## src/sv/psa_pkg.sv

```systemverilog
// Shared constants, types and codes for the pooled bitmap slot allocator.
`timescale 1ns / 1ps
`default_nettype none
package psa_pkg;

  // Pool geometry.
  localparam int SLOTS_PER_POOL = 32;
  localparam int BLOCK_TYPES    = 2;
  localparam int SHADER_DOMAINS = 3;
  localparam int POOL_COUNT     = BLOCK_TYPES * SHADER_DOMAINS;

  // Derived widths.
  localparam int POOL_W = (POOL_COUNT > 1) ? $clog2(POOL_COUNT) : 1;
  localparam int SLOT_W = (SLOTS_PER_POOL > 1) ? $clog2(SLOTS_PER_POOL) : 1;
  localparam int CNT_W  = $clog2(SLOTS_PER_POOL + 1);
  localparam int BASE_W = $clog2(SLOTS_PER_POOL * SHADER_DOMAINS + 1);

  // Field widths of the words on the streams.
  localparam int TYPE_W    = 1;
  localparam int DOM_W     = 2;
  localparam int ADDR_W    = 7;
  localparam int STATUS_W  = 2;
  localparam int S_TDATA_W = ((TYPE_W + DOM_W + ADDR_W + 7) / 8) * 8;
  localparam int M_TDATA_W = ((ADDR_W + 7) / 8) * 8;

  // Configuration port.
  localparam int REG_W     = 6;
  localparam int PDATA_W   = 32;
  localparam int PADDR_W   = $clog2(4 * POOL_COUNT);
  localparam int REG_IDX_W = PADDR_W - 2;
  localparam logic [REG_W-1:0] COUNT_RESET = REG_W'(16);

  // Operation codes.
  localparam logic FUNC_CAPTURE = 1'b0;
  localparam logic FUNC_RELEASE = 1'b1;

  typedef logic [CNT_W-1:0]          count_t;
  typedef logic [SLOTS_PER_POOL-1:0] bitmap_t;
  typedef logic [ADDR_W-1:0]         addr_t;

  typedef enum logic [STATUS_W-1:0] {
    ST_DONE    = 2'd0,
    ST_FULL    = 2'd1,
    ST_OUTSIDE = 2'd2
  } status_t;

  // Commands from the controller to the datapath.
  typedef struct packed {
    logic load_req;
    logic commit;
  } psa_cmd_t;

  // Status from the datapath to the controller.
  typedef struct packed {
    logic out_free;
  } psa_stat_t;

  // One request word as held in the datapath.
  typedef struct packed {
    logic              func;
    logic [TYPE_W-1:0] block_type;
    logic [DOM_W-1:0]  shader_domain;
    addr_t             release_address;
  } req_t;

endpackage
`default_nettype wire

```

## src/sv/psa_regs.sv

```systemverilog
// Slot count registers behind the APB-style configuration port.
`timescale 1ns / 1ps
`default_nettype none
module psa_regs (
  input  wire logic                         clk,
  input  wire logic                         rst,
  input  wire logic                         psel,
  input  wire logic                         penable,
  input  wire logic                         pwrite,
  input  wire logic [psa_pkg::PADDR_W-1:0]  paddr,
  input  wire logic [psa_pkg::PDATA_W-1:0]  pwdata,
  output logic      [psa_pkg::PDATA_W-1:0]  prdata,
  output logic                              pready,
  output psa_pkg::count_t                   counts [psa_pkg::POOL_COUNT]
);
  import psa_pkg::*;

  logic [REG_W-1:0]     cnt_reg [POOL_COUNT];
  logic [REG_IDX_W-1:0] reg_idx;
  logic                 wr_en;

  assign pready  = 1'b1;
  assign reg_idx = paddr[PADDR_W-1:2];
  assign wr_en   = psel & penable & pwrite & pready;

  // Register writes; indexes past the last pool are dropped.
  always_ff @(posedge clk) begin
    if (rst) begin
      for (int i = 0; i < POOL_COUNT; i++) begin
        cnt_reg[i] <= COUNT_RESET;
      end
    end else if (wr_en) begin
      for (int i = 0; i < POOL_COUNT; i++) begin
        if (reg_idx == REG_IDX_W'(i)) begin
          cnt_reg[i] <= pwdata[REG_W-1:0];
        end
      end
    end
  end

  // Read mux.
  always_comb begin
    prdata = '0;
    for (int i = 0; i < POOL_COUNT; i++) begin
      if (reg_idx == REG_IDX_W'(i)) begin
        prdata = PDATA_W'(cnt_reg[i]);
      end
    end
  end

  // Counts above the pool size act as the pool size.
  always_comb begin
    for (int i = 0; i < POOL_COUNT; i++) begin
      if (cnt_reg[i] > SLOTS_PER_POOL) begin
        counts[i] = CNT_W'(SLOTS_PER_POOL);
      end else begin
        counts[i] = CNT_W'(cnt_reg[i]);
      end
    end
  end

endmodule
`default_nettype wire

```

## src/sv/psa_ctrl.sv

```systemverilog
// Controller state machine that sequences one request at a time.
`timescale 1ns / 1ps
`default_nettype none
module psa_ctrl (
  input  wire logic               clk,
  input  wire logic               rst,
  input  wire logic               s_tvalid,
  output logic                    s_tready,
  input  wire psa_pkg::psa_stat_t stat,
  output psa_pkg::psa_cmd_t       cmd
);
  import psa_pkg::*;

  typedef enum logic [1:0] {
    S_IDLE = 2'b01,
    S_EXEC = 2'b10
  } state_t;

  state_t state;
  state_t state_next;

  assign s_tready     = (state == S_IDLE);
  assign cmd.load_req = s_tvalid & s_tready;
  assign cmd.commit   = (state == S_EXEC) & stat.out_free;

  // Next state: take a word, then commit it once the output register is free.
  always_comb begin
    state_next = state;
    unique case (state)
      S_IDLE: begin
        if (cmd.load_req) state_next = S_EXEC;
      end
      S_EXEC: begin
        if (cmd.commit) state_next = S_IDLE;
      end
      default: state_next = S_IDLE;
    endcase
  end

  always_ff @(posedge clk) begin
    if (rst) begin
      state <= S_IDLE;
    end else begin
      state <= state_next;
    end
  end

endmodule
`default_nettype wire

```

## src/sv/psa_dp.sv

```systemverilog
// Datapath: request register, occupancy bitmaps, first-free search, output register.
`timescale 1ns / 1ps
`default_nettype none
module psa_dp (
  input  wire logic                           clk,
  input  wire logic                           rst,
  input  wire psa_pkg::psa_cmd_t              cmd,
  output psa_pkg::psa_stat_t                  stat,
  input  wire logic [psa_pkg::S_TDATA_W-1:0]  s_tdata,
  input  wire logic                           s_tuser,
  input  wire psa_pkg::count_t                counts [psa_pkg::POOL_COUNT],
  output logic                                m_tvalid,
  input  wire logic                           m_tready,
  output logic      [psa_pkg::M_TDATA_W-1:0]  m_tdata,
  output logic      [psa_pkg::STATUS_W-1:0]   m_tuser
);
  import psa_pkg::*;

  localparam int OFF_W = (BASE_W > ADDR_W) ? BASE_W : ADDR_W;

  req_t              req;
  bitmap_t           bitmaps [POOL_COUNT];
  logic              pool_ok;
  logic [POOL_W-1:0] pool_idx;
  bitmap_t           cur_bm;
  count_t            cur_cnt;
  logic [BASE_W-1:0] base;
  bitmap_t           free_mask;
  bitmap_t           lowest;
  logic              found;
  logic [SLOT_W-1:0] slot_idx;
  logic [BASE_W:0]   grant_sum;
  logic [OFF_W-1:0]  rel_diff;
  logic              rel_hit;
  logic [SLOT_W-1:0] rel_slot;
  bitmap_t           new_bm;
  status_t           res_status;
  addr_t             res_granted;
  logic              out_valid;
  status_t           out_status;
  addr_t             out_granted;

  // Request register, loaded when a word is accepted.
  always_ff @(posedge clk) begin
    if (cmd.load_req) begin
      req.func            <= s_tuser;
      req.block_type      <= s_tdata[TYPE_W-1:0];
      req.shader_domain   <= s_tdata[TYPE_W+DOM_W-1:TYPE_W];
      req.release_address <= s_tdata[TYPE_W+DOM_W+ADDR_W-1:TYPE_W+DOM_W];
    end
  end

  // Pool lookup: bitmap, clamped count and base of the addressed pool.
  always_comb begin
    pool_ok  = (req.block_type < BLOCK_TYPES) && (req.shader_domain < SHADER_DOMAINS);
    pool_idx = POOL_W'(int'(req.block_type) * SHADER_DOMAINS + int'(req.shader_domain));
    cur_bm   = '0;
    cur_cnt  = '0;
    for (int p = 0; p < POOL_COUNT; p++) begin
      if (pool_ok && pool_idx == POOL_W'(p)) begin
        cur_bm  = bitmaps[p];
        cur_cnt = counts[p];
      end
    end
    base = '0;
    for (int t = 0; t < BLOCK_TYPES; t++) begin
      for (int d = 0; d < SHADER_DOMAINS; d++) begin
        if (req.block_type == TYPE_W'(t) && d < int'(req.shader_domain)) begin
          base = base + BASE_W'(counts[t * SHADER_DOMAINS + d]);
        end
      end
    end
  end

  // First free slot below the count: isolate the lowest set bit, then encode it.
  always_comb begin
    for (int i = 0; i < SLOTS_PER_POOL; i++) begin
      free_mask[i] = ~cur_bm[i] & (i < int'(cur_cnt));
    end
    lowest   = free_mask & (~free_mask + bitmap_t'(1));
    found    = |free_mask;
    slot_idx = '0;
    for (int i = 0; i < SLOTS_PER_POOL; i++) begin
      if (lowest[i]) slot_idx = slot_idx | SLOT_W'(i);
    end
    grant_sum = {1'b0, base} + (BASE_W + 1)'(slot_idx);
  end

  // Release bounds check against the pool's extent.
  always_comb begin
    rel_diff = OFF_W'(req.release_address) - OFF_W'(base);
    rel_hit  = pool_ok && (OFF_W'(req.release_address) >= OFF_W'(base)) &&
               (rel_diff < OFF_W'(cur_cnt));
    rel_slot = rel_diff[SLOT_W-1:0];
  end

  // Result and bitmap update of the pending request.
  always_comb begin
    new_bm      = cur_bm;
    res_granted = '0;
    if (req.func == FUNC_CAPTURE) begin
      if (pool_ok && found) begin
        res_status  = ST_DONE;
        res_granted = ADDR_W'(grant_sum);
        new_bm      = cur_bm | lowest;
      end else begin
        res_status = ST_FULL;
      end
    end else begin
      if (rel_hit) begin
        res_status = ST_DONE;
        new_bm     = cur_bm & ~(bitmap_t'(1) << rel_slot);
      end else begin
        res_status = ST_OUTSIDE;
      end
    end
  end

  // Occupancy bitmaps, all slots free after reset.
  always_ff @(posedge clk) begin
    if (rst) begin
      for (int p = 0; p < POOL_COUNT; p++) begin
        bitmaps[p] <= '0;
      end
    end else if (cmd.commit && pool_ok) begin
      for (int p = 0; p < POOL_COUNT; p++) begin
        if (pool_idx == POOL_W'(p)) bitmaps[p] <= new_bm;
      end
    end
  end

  // Output register valid flag.
  always_ff @(posedge clk) begin
    if (rst) begin
      out_valid <= 1'b0;
    end else if (cmd.commit) begin
      out_valid <= 1'b1;
    end else if (m_tready) begin
      out_valid <= 1'b0;
    end
  end

  // Output register payload.
  always_ff @(posedge clk) begin
    if (cmd.commit) begin
      out_status  <= res_status;
      out_granted <= res_granted;
    end
  end

  assign stat.out_free = ~out_valid | m_tready;
  assign m_tvalid      = out_valid;
  assign m_tdata       = M_TDATA_W'(out_granted);
  assign m_tuser       = out_status;

endmodule
`default_nettype wire

```

## src/sv/pooled_bitmap_slot_allocator.sv

```systemverilog
// Top level of the pooled bitmap slot allocator.
//
// Six slot pools (uniform and storage blocks, each for the vertex, geometry and
// fragment domains) each keep a 32-bit occupancy bitmap. A request word on the
// slave stream either captures the lowest free slot of a pool and returns its
// binding address (pool base plus slot), or releases the slot at a given address.
// The master stream returns one word per request: status in tuser, the granted
// address in tdata.
// Slot counts are set through the APB-style port, one register per pool at byte
// address 4*i; writes are meant to happen while no request is pending.
// Flow: a word is accepted in the idle state, the search and bitmap update run in
// the execute state, and the result enters the output register once it is free.
// The sequencer holds one request at a time, so no new word is taken before the
// last one is committed; the limit is the shared search and update stage.
// If the receiver stalls, the result waits in the output register, one more word
// can still be accepted, and it is held until the register frees.
// Reset clears all bitmaps, sets every count to 16 and empties the output.
`timescale 1ns / 1ps
`default_nettype none
module pooled_bitmap_slot_allocator (
  input  wire logic                           clk,
  input  wire logic                           rst,
  // Request stream.
  input  wire logic                           s_tvalid,
  output logic                                s_tready,
  // [0] block_type, [2:1] shader_domain, [9:3] release_address, rest zero
  input  wire logic [psa_pkg::S_TDATA_W-1:0]  s_tdata,
  // [0] func
  input  wire logic                           s_tuser,
  // Result stream.
  output logic                                m_tvalid,
  input  wire logic                           m_tready,
  // [6:0] granted_address, rest zero
  output logic      [psa_pkg::M_TDATA_W-1:0]  m_tdata,
  // [1:0] status
  output logic      [psa_pkg::STATUS_W-1:0]   m_tuser,
  // Configuration port.
  input  wire logic                           psel,
  input  wire logic                           penable,
  input  wire logic                           pwrite,
  input  wire logic [psa_pkg::PADDR_W-1:0]    paddr,
  input  wire logic [psa_pkg::PDATA_W-1:0]    pwdata,
  output logic      [psa_pkg::PDATA_W-1:0]    prdata,
  output logic                                pready
);
  import psa_pkg::*;

  psa_cmd_t  cmd;
  psa_stat_t stat;
  count_t    counts [POOL_COUNT];

  psa_regs u_regs (
    .clk     (clk),
    .rst     (rst),
    .psel    (psel),
    .penable (penable),
    .pwrite  (pwrite),
    .paddr   (paddr),
    .pwdata  (pwdata),
    .prdata  (prdata),
    .pready  (pready),
    .counts  (counts)
  );

  psa_ctrl u_ctrl (
    .clk      (clk),
    .rst      (rst),
    .s_tvalid (s_tvalid),
    .s_tready (s_tready),
    .stat     (stat),
    .cmd      (cmd)
  );

  psa_dp u_dp (
    .clk      (clk),
    .rst      (rst),
    .cmd      (cmd),
    .stat     (stat),
    .s_tdata  (s_tdata),
    .s_tuser  (s_tuser),
    .counts   (counts),
    .m_tvalid (m_tvalid),
    .m_tready (m_tready),
    .m_tdata  (m_tdata),
    .m_tuser  (m_tuser)
  );

endmodule
`default_nettype wire

```

## config.mk

```make
export PLATFORM = sky130hd
export DESIGN_NAME = pooled_bitmap_slot_allocator
export DESIGN_NICKNAME = d
export VERILOG_FILES = /design/src/sv/psa_pkg.sv /design/src/sv/psa_regs.sv /design/src/sv/psa_ctrl.sv /design/src/sv/psa_dp.sv /design/src/sv/pooled_bitmap_slot_allocator.sv
export SDC_FILE = /design/constraint.sdc
export NUM_CORES = 1
export LEC_CHECK = 0
export ABC_AREA = 0
export BUFFER_PORTS_ARGS = -buffer_cell sky130_fd_sc_hd__buf_2
export CAP_MARGIN = 25
export CORE_ASPECT_RATIO = 0.75
export CORE_MARGIN = 8
export CORE_UTILIZATION = 46
export DETAILED_ROUTE_END_ITERATION = 10
export RECOVER_POWER = 50
export SLEW_MARGIN = 20
export SYNTH_ARGS = -nofsm -noshare
export SYNTH_HDL_FRONTEND = slang
export SYNTH_SLANG_ARGS = --single-unit
```

## constraint.sdc

```tcl
create_clock -name clk -period 22.6 [get_ports clk]
set_clock_uncertainty 0.15 [all_clocks]
set_input_delay 6.78 -clock clk [delete_from_list [all_inputs] [get_ports clk]]
set_output_delay 6.78 -clock clk [all_outputs]
set_load 0.1 [all_outputs]
```

==> flow_summary.ini, run 1 <==
[status]
status = complete, but fails checks
violations = max-capacitance violations, max-slew violations

[finish]
final_util_pct = 50.6
area_growth_pct = 8.24
nets = 1622
layout_commonest_cell = nor2_1
drive_gt1_share_pct = 9.67
fillers = 3049
final_cell_mix = 281 x nor2_1, 248 x edfxtp_1, 82 x nand2_1, 70 x a21oi_1, 50 x ha_1
instances_no_fill = 1962
largest_reg_flops = 192
num_antenna_cells = 0

[place]
gp_congestion = 0.974
placed_cells = 1917
port_buffers = 43
dp_slack_ps = 7400
dp_hpwl_um = 32100

[cts]
cts_made_buffers = 26
cts_root_buf = clkbuf_16
cts_tree = yes
cts_resized = 0
cts.hold.buffers_added = 0
htreeDepth = 1
clk_latency_ps = 540
path_clk_slew_ps = 60
cts_buffer_depth = 3
cts_setup_buffers = 0
cts.sinks = 251

[timing]
rsz0062_at_grt = false
finalSetupViolCount = 0
hold_viol = 0
worst-slew-pin-transition_ps = 2660
max_freq_mhz = 63.7
drv_slew = 231
fin_crit_sh_pct = 69.4
final.setup.worst_slack_ps = 6910
fin_crit_ps = 15690
setup_tns_ps = 0
relSlewSlack_pct = -77.3

[critical_path]
crit_path_start = paddr[2]
r2r_slack_ps = 12830
worstSetupPathType = in2out
crit_fanout = 19
reg2reg_from = u_dp.req[8]
required_ps = 15670
cp-end-kind = primary output
endpoint = prdata[0]
r2r_cells = 36
reg2reg_to = u_dp.bitmaps[0][108]
critical_path_arrival_ps = 8760
startpoint_type = input port

[global_routing]
grt_pass1_wl_um = 71500
grt_use_total_pct = 23.8
grt-ovfl-total = 0
grt_max_degree = 34
grt_pass1_vias = 11500
antenna_found_initial = 0

[synth]
synth_seq_cells = 251
synth.distinct_cells = 98
yosysWarningCount = 0
synth_area_um2 = 15100
ys_seq_area_share_pct = 49.6
syn_inst = 1489
async_reset_ff_share_pct = 0
synth-edff-count = 248
avgSynthCellArea_um2 = 10.2
ys.flop_type = edfxtp_1

[detailed_routing]
vias = 12100
ant_nets = 0
routed_wl_um = 47400
via_per_inst = 6.18
drc = 0
first_pass_iters = 6
drt_iter0_drc = 1540
wire_per_inst_um = 24.2

[flow_run]
cap_violations = 7

[hold_path]
holdPathStages = 3
min_path_type = reg2reg

[floorplanning]
die_y_um = 173
io_pins = 106
rows = 57
dieArea_um2 = 39000
die_x_um = 225
start_util_pct = 46.7
core-area_um2 = 32400

[pwr]
p_total_w = 0.00138
powerDensity_nw_per_um2 = 84.2
p_leak_nw = 6.09
peakVddDrop_mv = 0.0527
## worst max-delay path, cell delays in order
cell	delay [ps]
clkbuf_1	820
and2_1	370
a21oi_1	100
o221ai_1	210
buf_2	470
## through the flow
step | hold slack, ps | area [um2]
after floorplan | 366 | 15200
after global placement | 404 | 15600
after detailed placement | 408 | 15600
after CTS | 424 | 16400
after global routing | 453 | 16400
final | 413 | 16400
## how the worst min path moves through the flow
stage               startpoint            end  slack, ps
6_report       u_ctrl.state[0]  u_dp.m_tvalid        410
5_1_grt        u_ctrl.state[0]  u_dp.m_tvalid        450
3_5_place_dp   u_ctrl.state[0]  u_dp.m_tvalid        410
2_1_floorplan  u_ctrl.state[0]  u_dp.m_tvalid        370
3_3_place_gp   u_ctrl.state[0]  u_dp.m_tvalid        400
4_1_cts        u_ctrl.state[0]  u_dp.m_tvalid        420
## cell usage after synthesis, drive strengths merged, types with 5 or more instances
cell type	n	area [um2]
xor2	7	61.3
nor2	287	1090
mux2	13	146
o2bb2ai	5	43.8
a31oi	46	303
a21oi	72	368
o21ai	51	263
clkbuf	44	165
fa	8	160
o211ai	7	67.6
edfxtp	248	7450
or3	8	50.1
inv	46	173
nand3	30	168
a221oi	18	158
a22oi	40	300
a222oi	14	140
o221ai	7	67.6
o21bai	9	67.6
a211o	5	43.8
nor2b	47	294
nor4	11	83.8
ha	50	626
nand2b	18	113
a21o	21	158
xnor2	19	166
buf	62	405
and3	15	93.8
a211oi	7	57.6
nand2	87	327
nor3b	6	45.0
mux2i	19	190
o21a	13	97.6
nor3	28	161
and2	45	282
o211a	5	50.1
## where the power goes
part	leakage [nW]	internal, W	total [W]	switching [W]
sequential	2.54	0.000531	0.000545	0.0000134
clock	0.386	0.000241	0.000423	0.000182
combinational	3.17	0.000121	0.000412	0.000291
## per-layer routing
metal | vias up | track usage (%) | wire length, um
met5 | - | 0 | 0
met4 | 0 | 3.92 | 702
met3 | 64 | 4.04 | 4590
met2 | 586 | 34.1 | 19600
met1 | 5998 | 37.3 | 22600
li1 | 5468 | - | -
## cells by family (layout without fill, tap and decap cells)
kind of cell    count (synthesis)  in the layout  share of synthesized area [%]
xor+xnor                       27             27                           1.65
compound gates                357            357                           16.8
other cells                     2             28                         0.0496
fa+ha+maj                      58             58                           5.19
mux                            32             32                           2.22
buf+inv                       152            157                           4.91
simple gates                  610            610                           19.6
flops                         251            251                           49.6
## cell type report
| class | instances | area, um2 | share of cell area (%) |
|---|---|---|---|
| inverter | 46 | 173 | 1.05 |
| clock buffer | 31 | 691 | 4.22 |
| clock inverter | 14 | 136 | 0.833 |
| tap | 442 | 553 | 3.38 |
| sequential | 251 | 7510 | 45.8 |
| multi-input combinational | 1112 | 6970 | 42.5 |
| timing repair buffer | 66 | 350 | 2.14 |
(Power assumes the default switching activity.)
==> inputs of run 2 (changes only) <==
Settings changed: PLACE_DENSITY set to 0.66.
Clock period 22.6 ns to 12.77 ns, I/O delays scaled along.
==> flow_summary.ini, run 2 (synthesis results as in run 1) <==
[global_routing]
grt_pass1_wl_um = 70300
grt_pass1_vias = 11600
grt_use_total_pct = 23.2
grt_max_degree = 36
grt-ovfl-total = 0
antenna_found_initial = 2

[cts]
clk_latency_ps = 550
path_clk_slew_ps = 60
cts_made_buffers = 26
cts.sinks = 251
cts_resized = 0
cts_tree = yes
cts_buffer_depth = 3
cts.hold.buffers_added = 0
htreeDepth = 1
cts_setup_buffers = 0
cts_root_buf = clkbuf_16

[flow_run]
cap_violations = 5

[floorplanning]
core-area_um2 = 32400
die_y_um = 173
rows = 57
io_pins = 106
dieArea_um2 = 39000
die_x_um = 225
start_util_pct = 46.7

[critical_path]
required_ps = 12870
max_stage_delay_ps = 670
cp-end-kind = register
r2r_slack_ps = 2900
startpoint_type = register
reg2reg_to = u_dp.bitmaps[0][94]
critical_path_arrival_ps = 9960
worstSetupPathType = reg2reg
crit_path_frequent_cell = ha_1
reg2reg_from = u_dp.req[8]
r2r_cells = 37
slowest_stage = edfxtp_1
crit_fanout = 11

[pwr]
peakVddDrop_mv = 0.0882
power_switching_w = 0.000863
pwr-share-seq_pct = 38.7
p_sw_share_pct = 34.7
p_clk_share_pct = 31.7
pwr-share-comb_pct = 29.5
p_leak_nw = 6.13
powerDensity_nw_per_um2 = 151
internal_power_w = 0.00162

[timing]
fin_crit_sh_pct = 77.3
drv_slew = 165
max_freq_mhz = 101
hold_viol = 0
relSlewSlack_pct = -80.0
fin_crit_ps = 9870
worst-slew-pin-transition_ps = 2700
rsz0062_at_grt = false
setup_tns_ps = 0
finalSetupViolCount = 0

[finish]
nets = 1620
num_antenna_cells = 0
largest_reg_flops = 192
design_area_um2 = 16500
area_growth_pct = 8.84
layout_commonest_cell = nor2_1
drive_gt1_share_pct = 9.87
final_cell_mix = 281 x nor2_1, 248 x edfxtp_1, 81 x nand2_1, 70 x a21oi_1, 50 x ha_1

[detailed_routing]
vias = 12000
drc = 0
ant_nets = 0
via_per_inst = 6.14
routed_wl_um = 46500
wire_per_inst_um = 23.7
first_pass_iters = 6
drt_iter0_drc = 1436

[hold_path]
min_to = u_dp.m_tvalid
min_path_type = reg2reg
holdPathStages = 3
min_from = u_ctrl.state[0]

[status]
violations = max-capacitance violations, max-slew violations
status = complete, but fails checks

[place]
dpl_cell_area_um2 = 15600
dp_hpwl_um = 31100
gp_congestion = 0.973
port_buffers = 43
run 2: changes by cell type in the layout (fill, tap and decap cells not counted), sizes merged:
cell      delta
clkbuf       -3
clkinv       +4
bufinv       +2
clkinvlp     -4
inv          +1
run 2: worst max path at each step:
| stage | startpoint | slack, ps | endpoint | depth (start not counted) |
|---|---|---|---|---|
| 2_1_floorplan | paddr[2] | 2350 | prdata[2] | 6 |
| 3_3_place_gp | u_dp.req[8] | 3080 | u_dp.bitmaps[0][90] | 37 |
| 3_5_place_dp | u_dp.req[8] | 2960 | u_dp.bitmaps[0][94] | 37 |
| 4_1_cts | u_dp.req[8] | 2930 | u_dp.bitmaps[0][58] | 37 |
| 5_1_grt | u_dp.req[8] | 2000 | u_dp.bitmaps[0][58] | 37 |
| 6_report | u_dp.req[8] | 2900 | u_dp.bitmaps[0][94] | 37 |
run 2: stage by stage:
stage / setup slack (ps) / total power (W) / hold slack, ps / std cells / utilization (%)
after CTS: 2930 / 0.00247 / 417 / 1960 / 50.9
after floorplan: 2350 / 0.00150 / 366 / 1515 / -
after global placement: 3080 / 0.00168 / 401 / 1913 / 48.2
after global routing: 2000 / 0.00258 / 495 / 1962 / 50.9
after detailed placement: 2960 / 0.00169 / 403 / 1913 / 48.2
final: 2900 / 0.00248 / 423 / 1962 / 50.9
run 2: layer usage:
layer  vias to the layer above  track usage [%]  part of all wire [%]
li1                       5472                -                     -
met1                      5834             34.8                    45
met2                       666             33.4                    42
met3                        65             5.55                    11
met4                         4             4.97                   1.8
met5                         -                0                 0.058
run 2: worst max-delay path, delay by kind of cell, from the launching register on:
family                   cells  cell delay, ps
buffers and inverters        6             660
flip-flops                   1             670
XOR/XNOR                     4            1000
AO/OA/AOI/OAI               11            2480
multiplexers                 1             310
AND/OR/NAND/NOR              7            1720
adder cells (fa/ha/maj)      8            2580
run 2: area by class of cell:
type                            instances  area, um2
Timing Repair Buffer                   64        362
Tap cell                              442        553
Clock buffer                           30        687
Clock inverter                         17        186
Sequential cell                       251       7510
Inverter                               46        173
Fill cell                            2984      15900
Multi-Input combinational cell       1112       7000
run 2: power groups by stage:
stage                     Clock (W)  Sequential, W  Combinational, W
after floorplan                   0       0.000970          0.000530
after global routing       0.000825       0.000965          0.000792
after detailed placement          0       0.000977          0.000713
after global placement            0       0.000976          0.000705
after CTS                  0.000795       0.000960          0.000717
final                      0.000788       0.000962          0.000734
